--- config.mk ---
export PLATFORM = sky130hd
export DESIGN_NAME = rqi_queue
export DESIGN_NICKNAME = d
export VERILOG_FILES = /design/src/hw/rtl/rqi_pkg.sv /design/src/hw/rtl/rqi_queue.sv
export SDC_FILE = /design/constraint.sdc
export NUM_CORES = 2
export LEC_CHECK = 0
export ABC_AREA = 1
export BUFFER_PORTS_ARGS = -buffer_cell sky130_fd_sc_hd__buf_2
export CAP_MARGIN = 5
export CORE_MARGIN = 2
export CORE_UTILIZATION = 45
export CTS_BUF_LIST = sky130_fd_sc_hd__clkbuf_4
export CTS_CLUSTER_DIAMETER = 50
export DETAILED_ROUTE_END_ITERATION = 8
export SYNTH_ARGS = -nofsm -noshare
export SYNTH_HDL_FRONTEND = slang
export SYNTH_SLANG_ARGS = --single-unit
--- constraint.sdc ---
create_clock -name clk -period 12.7 [get_ports clk]
set_input_delay 1.27 -clock clk [delete_from_list [all_inputs] [get_ports clk]]
set_output_delay 1.27 -clock clk [all_outputs]
set_load 0.02 [all_outputs]
--- src/hw/rtl/rqi_pkg.sv ---
// Shared constants, types and arithmetic helpers for the ray/quad intersection block.
package rqi_pkg;

  localparam int COORD_BITS  = 21;
  localparam int COORD_FRAC  = 10;
  localparam int DIST_BITS   = 32;
  localparam int DIST_FRAC   = 16;
  localparam int EPS_FRAC    = 30;
  localparam int EPS_BITS    = 40;
  localparam int CORNER_BITS = 3 * COORD_BITS;
  localparam int CFG_W       = (CORNER_BITS > EPS_BITS) ? CORNER_BITS : EPS_BITS;
  localparam int CFG_IDX_W   = 3;

  localparam logic [CFG_IDX_W-1:0] CFG_CORNER_A = CFG_IDX_W'(0);
  localparam logic [CFG_IDX_W-1:0] CFG_CORNER_B = CFG_IDX_W'(1);
  localparam logic [CFG_IDX_W-1:0] CFG_CORNER_C = CFG_IDX_W'(2);
  localparam logic [CFG_IDX_W-1:0] CFG_CORNER_D = CFG_IDX_W'(3);
  localparam logic [CFG_IDX_W-1:0] CFG_DET_EPS  = CFG_IDX_W'(4);

  localparam logic [EPS_BITS-1:0] EPS_RESET = EPS_BITS'(107374);

  localparam int EDGE_W   = COORD_BITS + 1;
  localparam int PP_W     = 2 * EDGE_W;
  localparam int XP_W     = PP_W + 1;
  localparam int LO_W     = XP_W / 2;
  localparam int HI_W     = XP_W - LO_W;
  localparam int PH_W     = EDGE_W + HI_W;
  localparam int PL_W     = EDGE_W + LO_W + 1;
  localparam int DOT_W    = EDGE_W + XP_W + 2;
  localparam int NUM_W    = DOT_W + DIST_FRAC;
  localparam int DIVCMP_W = DOT_W + DIST_BITS;
  localparam int EPSCMP_W = DOT_W + EPS_BITS + 3 * COORD_FRAC + EPS_FRAC;

  localparam int QUEUE_DEPTH = 16;
  localparam int QPTR_W      = $clog2(QUEUE_DEPTH);
  localparam int QCNT_W      = QPTR_W + 1;

  typedef logic signed [COORD_BITS-1:0] coord_t;
  typedef logic signed [EDGE_W-1:0]     edge_t;
  typedef logic signed [PP_W-1:0]       pp_t;
  typedef logic signed [XP_W-1:0]       xp_t;
  typedef logic signed [PH_W-1:0]       ph_t;
  typedef logic signed [PL_W-1:0]       pl_t;
  typedef logic signed [DOT_W-1:0]      dot_t;

  typedef struct packed { edge_t x; edge_t y; edge_t z; } evec_t;
  typedef struct packed { xp_t x; xp_t y; xp_t z; } xvec_t;
  typedef struct packed { pp_t xa; pp_t xb; pp_t ya; pp_t yb; pp_t za; pp_t zb; } xpp_t;
  typedef struct packed { ph_t hx; ph_t hy; ph_t hz; pl_t lx; pl_t ly; pl_t lz; } dpp_t;
  typedef struct packed { dot_t x; dot_t y; dot_t z; } dprod_t;

  typedef struct packed {
    logic [CORNER_BITS-1:0] corner_a;
    logic [CORNER_BITS-1:0] corner_b;
    logic [CORNER_BITS-1:0] corner_c;
    logic [CORNER_BITS-1:0] corner_d;
    logic [EPS_BITS-1:0]    det_eps;
  } cfg_t;

  typedef struct packed {
    logic                 hit;
    logic                 prior_valid;
    logic [DIST_BITS-1:0] prior_distance;
    logic [DOT_W-1:0]     nt;
    logic [DOT_W-1:0]     mag;
  } job_t;

  typedef struct packed {
    logic valid;
    job_t job;
  } push_t;

  typedef struct packed {
    logic nempty;
    job_t job;
  } qstat_t;

  function automatic edge_t ext_coord(input logic [COORD_BITS-1:0] c);
    return EDGE_W'(signed'(c));
  endfunction

  function automatic evec_t unpack_corner(input logic [CORNER_BITS-1:0] p);
    evec_t v;
    v.x = ext_coord(p[COORD_BITS-1:0]);
    v.y = ext_coord(p[2*COORD_BITS-1:COORD_BITS]);
    v.z = ext_coord(p[3*COORD_BITS-1:2*COORD_BITS]);
    return v;
  endfunction

  function automatic evec_t vsub(input evec_t a, input evec_t b);
    evec_t v;
    v.x = a.x - b.x;
    v.y = a.y - b.y;
    v.z = a.z - b.z;
    return v;
  endfunction

  function automatic pp_t mul_pp(input edge_t a, input edge_t b);
    pp_t r;
    r = PP_W'(a) * PP_W'(b);
    return r;
  endfunction

  function automatic xpp_t cross_pp(input evec_t a, input evec_t b);
    xpp_t r;
    r.xa = mul_pp(a.y, b.z);
    r.xb = mul_pp(a.z, b.y);
    r.ya = mul_pp(a.z, b.x);
    r.yb = mul_pp(a.x, b.z);
    r.za = mul_pp(a.x, b.y);
    r.zb = mul_pp(a.y, b.x);
    return r;
  endfunction

  function automatic xvec_t cross_fin(input xpp_t p);
    xvec_t r;
    r.x = XP_W'(p.xa) - XP_W'(p.xb);
    r.y = XP_W'(p.ya) - XP_W'(p.yb);
    r.z = XP_W'(p.za) - XP_W'(p.zb);
    return r;
  endfunction

  function automatic ph_t mul_hi(input edge_t a, input xp_t b);
    ph_t r;
    r = PH_W'(a) * PH_W'($signed(b[XP_W-1:LO_W]));
    return r;
  endfunction

  function automatic pl_t mul_lo(input edge_t a, input xp_t b);
    pl_t r;
    r = PL_W'(a) * PL_W'($signed({1'b0, b[LO_W-1:0]}));
    return r;
  endfunction

  function automatic dpp_t dot_pp(input evec_t a, input xvec_t b);
    dpp_t r;
    r.hx = mul_hi(a.x, b.x);
    r.hy = mul_hi(a.y, b.y);
    r.hz = mul_hi(a.z, b.z);
    r.lx = mul_lo(a.x, b.x);
    r.ly = mul_lo(a.y, b.y);
    r.lz = mul_lo(a.z, b.z);
    return r;
  endfunction

  function automatic dprod_t dot_prod(input dpp_t p);
    dprod_t r;
    r.x = (DOT_W'(p.hx) <<< LO_W) + DOT_W'(p.lx);
    r.y = (DOT_W'(p.hy) <<< LO_W) + DOT_W'(p.ly);
    r.z = (DOT_W'(p.hz) <<< LO_W) + DOT_W'(p.lz);
    return r;
  endfunction

  function automatic dot_t dot_sum(input dprod_t p);
    return p.x + p.y + p.z;
  endfunction

  function automatic logic det_ok(input logic [DOT_W-1:0] mag,
                                  input logic [EPS_BITS-1:0] eps);
    logic [EPSCMP_W-1:0] lhs;
    logic [EPSCMP_W-1:0] rhs;
    lhs = EPSCMP_W'(mag) << EPS_FRAC;
    rhs = EPSCMP_W'(eps) << (3 * COORD_FRAC);
    return (mag != '0) && (lhs >= rhs);
  endfunction

endpackage

--- src/hw/rtl/rqi_queue.sv ---
// Job queue between the classifying front and the dividing back.
module rqi_queue (
  input  logic            clk,
  input  logic            rst_n,
  input  rqi_pkg::push_t  push,
  input  logic            pop,
  output rqi_pkg::qstat_t head
);
  import rqi_pkg::*;

  job_t              mem_r [QUEUE_DEPTH];
  logic [QPTR_W-1:0] wr_ptr_r, rd_ptr_r;
  logic [QCNT_W-1:0] cnt_r, cnt_nxt;

  always_comb begin
    cnt_nxt = cnt_r;
    if (push.valid && !pop) begin
      cnt_nxt = cnt_r + QCNT_W'(1);
    end else if (!push.valid && pop) begin
      cnt_nxt = cnt_r - QCNT_W'(1);
    end
  end

  always_ff @(posedge clk) begin
    if (!rst_n) begin
      wr_ptr_r <= '0;
      rd_ptr_r <= '0;
      cnt_r    <= '0;
    end else begin
      cnt_r <= cnt_nxt;
      if (push.valid) begin
        wr_ptr_r <= wr_ptr_r + QPTR_W'(1);
      end
      if (pop) begin
        rd_ptr_r <= rd_ptr_r + QPTR_W'(1);
      end
    end
  end

  always_ff @(posedge clk) begin
    if (push.valid) begin
      mem_r[wr_ptr_r] <= push.job;
    end
  end

  assign head.nempty = (cnt_r != '0);
  assign head.job    = mem_r[rd_ptr_r];

  a_no_overflow: assert property (@(posedge clk) disable iff (!rst_n)
    push.valid |-> (cnt_r != QCNT_W'(QUEUE_DEPTH)) || pop)
    else $error("queue push while full");

  a_no_underflow: assert property (@(posedge clk) disable iff (!rst_n)
    pop |-> cnt_r != '0)
    else $error("queue pop while empty");

endmodule

**Word-level counts from Yosys, hierarchy flattened**

Memories as Yosys holds them, arrays and structs flattened. A register that Yosys moved wholly into a read port is not among the register bits.
Index checks and enable logic that the tools add are counted.

- $add $sub $neg: 4
- Mux-type cells: 6
- Reduce and logical (&&, ||, !) cells: 6

Operator list:

| kind | count |
|---|---|
| 5-bit two-way mux | 2 |
| 4-bit by 1-bit adder with 4-bit output (second input constant) | 2 |
| 4-bit two-way mux | 2 |
| 5-bit by 1-bit adder with 5-bit output (second input constant) | 1 |
| 5-bit nonzero test | 1 |
| 5-bit by 1-bit subtractor with 5-bit output (second input constant) | 1 |
| 1-bit logical AND | 2 |
| 1-bit logical NOT | 2 |
| 1-bit two-way mux | 2 |
| 2-bit nonzero test | 1 |

- Flip-flop bits (word level): 13
- Memory bits (writable): 2752
- Output and inout port bits: 173
- Memories: 1

Memory list:

| memory | words | bits a word | rd ports | clocked after Yosys merged registers in | write ports | line | RTL |
|---|---|---|---|---|---|---|---|
| mem_r | 16 | 172 | 1 | 1 | 1 | rqi_queue.sv:11 | `job_t mem_r [QUEUE_DEPTH];` |

**Longest topological paths before layout**

- Word-level depth: 4
- Gate-level depth with buffers: 10

**Least setup slack after synthesis**

OpenSTA, ideal clock, no wires.

- Kind: in2reg
- Start: in push[172] in the netlist's numbering
- End: mem mem_r[11][0] in the netlist's numbering (enable)
- Setup time: 0.706 ns
- Arrival time: 8.852 ns
- Required time: 11.994 ns
- Slack: 3.142 ns
- Cell stages on the path: 3
- Cells stage by stage: clkbuf_1 -> nand2_1 -> nor2_1

- Cells in the longest elaborated chain, start to end: 2

Ends and longest elaborated chain:

| element | line | RTL |
|---|---|---|
| start, declared | rqi_queue.sv:5 | `input rqi_pkg::push_t push,` |
| 1-bit two-way mux | rqi_queue.sv:41 | `if (push.valid) begin` |
| 1-bit two-way mux (not written as such) | rqi_queue.sv:42 | `mem_r[wr_ptr_r] <= push.job;` |
| end, declared | rqi_queue.sv:11 |  |

Every way passes these cells.

==> metrics.csv <==
metric,value,unit
status,finished clean,
final net count,10900,
max-slew violations,0,
most frequent cell after synthesis,nand2_1,
vias in the first global route,75700,
gr ovfl total,0,
CP endpoint kind,output port,
most frequent cells after synthesis,"nand2_1, edfxtp_1, nand3_1, inv_1, buf_2",
Final Wtd Congestion,0.769,
CTS tree,built,
CTS buffer count,720,
clk root buf,clkbuf_4,
initial antenna violation count,81,
crit path max fanout,154,
area occupied by registers,0.0830,mm²
"Clk Latency, worst-skew pair",1.39,ns
max-cap violations,0,
Critical Path RT,11.43,ns
Syn-to-layout area delta,11.8,%
final worst path period share,57.3,%
RSZ-0062 raised after global routing,no,
maximum vdd ir drop,68.1,µV
Startpoint Class,register,
Core Rows,184,
sequential area share after synthesis,72.7,%
Die X,508,µm
M3 GR Usage,4.78,%
Routed Antenna Nets,0,
"EDFF count, synth",2752,
drt drc,0,
total global-route track usage,23.8,%
worst hold slack,0.263,ns
Pleak,51.0,nW
Starting Density,45.3,%
Power Dens Cells,152,mW/mm²
Mapped Area,0.114,mm²
overall power,0.0194,W
post-CTS setup buffers,0,
I/O pins,349,
Synth area leaders,"edfxtp_1, nand2_1, nand3_1, inv_1, buf_2",
main flop type after synthesis,edfxtp_1,
Fin Setup TNS,0,ns
DP HPWL,144,mm
Worst-Margin Slew,1.33,ns
Min-Delay Path Class,in2reg,
via count,76700,
total nets after synthesis,10300,
final setup margin,5.42,ns
height of the die,508,µm
Ys Warns,0,
CTS Buffer Depth,4,
Tmin final,7.28,ns
syn avg cell area,11.3,µm²
"most used cell, CP",nand2_1,
pre-CTS setup slack,6.68,ns
"Reg clk slew, reported paths",0.07,ns
GRT met1 Usage,32.3,%
Netlist cell types,22,
drt first pass iters,8,
final setup fails,0,
Async SR Flop Fraction,0,%
Post-Route WL,312,mm
"Slowest-stage cell, CP",buf_4,
pin count of the biggest net entering global routing,314,
layout cells sized above 1,14.7,%
fmax,137,MHz
Yosys top cell area share,72.4,%
gr busiest metal,met2,
cell taking the most area after synthesis,edfxtp_1,
die footprint,0.258,mm²
clk sink count,2769,
WS Path Type,reg2out,
Rel. slew slack,11.4,%
routed wire length per instance,21.3,µm
delay of the slowest critical-path stage,0.98,ns
Final Hold Vio Count,0,
cts hold-fix bufs,0,
global-route wire length before repair,465,mm
CTS resizes,0,
Arrival @ worst endpoint,6.01,ns
Syn Inst Count,10100,
Port Buffer Count,348,
placed insts,13400,
routed vias/inst,5.23,
global-route met2 utilization,38.8,%
Synth Register Bits,2769,
Clock Skew,0.0899,ns
Filler cells,22400,
Clock H-tree levels,6,
Iter 0 DRT Violations,7111,
fin cells,14600,
critical-path cell list,buf_4 > buf_12 > buf_4 > nand3_1 > nand3_1 > nand2_1 > nand2_1 > nand2_1 > buf_2,
multi-input logic area,0.0248,mm²
core area,0.252,mm²
## metrics by stage
| stage | util, % | cell area (µm²) |
|---|---|---|
| after floorplan | - | 114000 |
| after global placement | 47.0 | 118000 |
| after detailed placement | 47.0 | 118000 |
| after CTS | 50.6 | 127000 |
| after global routing | 50.6 | 127000 |
| final | 50.6 | 128000 |
## state kept, by name, indices dropped and copies added, names as in the netlist, named ones only
name	count
mem_r	2752
cnt_r	5
rd_ptr_r	4
wr_ptr_r	4
## placed cells by master, fill, tap and decap left out, drive strengths merged
cell type	n
clkinv	132
diode	34
nand3	1985
ha	9
nor3	1
o21ai	9
nand2	3760
fa	1
xor2	3
nor2	26
o21a	1
inv	972
nand4	2
clkbuf	1075
dfxtp	17
a21oi	12
clkinvlp	8
or2	36
bufinv	10
buf	454
edfxtp	2752
## cell type report
cell class / instances / area share, %
Antenna cell: 34 / 0.0667
Clock buffer: 1075 / 6.33
Clock inverter: 170 / 0.798
Inverter: 952 / 2.84
Multi-Input combinational cell: 5845 / 19.4
Sequential cell: 2769 / 65.1
Tap cell: 3348 / 3.29
Timing Repair Buffer: 454 / 2.16
## critical path, delay by kind of cell (launching register included)
family	cells	cell delay, ns
simple gates	5	0.72
buf+inv	4	2.81
flops	1	0.93
## routing by layer
metal / vias up / wire length [µm]
met2: 2937 / 147000
met4: 44 / 7490
met3: 578 / 24500
met5: - / 284
li1: 35800 / -
met1: 37300 / 133000
## final timing paths
check                           start                 endpoint  slack [ns]  cells past startpoint
max                          register                 head[61]        5.42                      9
min                          push[75]   mem_r[4][75]$_DFFE_PP_        0.26                      1
min reg2reg  rd_ptr_r[1]$_SDFFE_PN0P_                 register        0.50                      2
max reg2reg  wr_ptr_r[0]$_SDFFE_PN0P_  mem_r[9][115]$_DFFE_PP_        8.43                      6
## where the power goes
part | total, W | leakage, nW | switching [W] | internal, W
registers | 0.0102 | 25.0 | 0.0000367 | 0.0101
logic | 0.00158 | 20.6 | 0.00117 | 0.000407
clock network | 0.00763 | 5.45 | 0.00357 | 0.00406
total | 0.0194 | 51.0 | 0.00478 | 0.0146
## logic make-up after synthesis
kind of cell	Yosys count	synth area share, %
DFF	2769	72.7
adders and majority gates	10	0.116
xor gates and xnor gates	3	0.0230
buffers and inverters	1524	5.66
AOI/OAI and AO/OA	22	0.0987
and+or+nand+nor	5810	21.4
No activity file was read; power rests on OpenSTA's default activity.
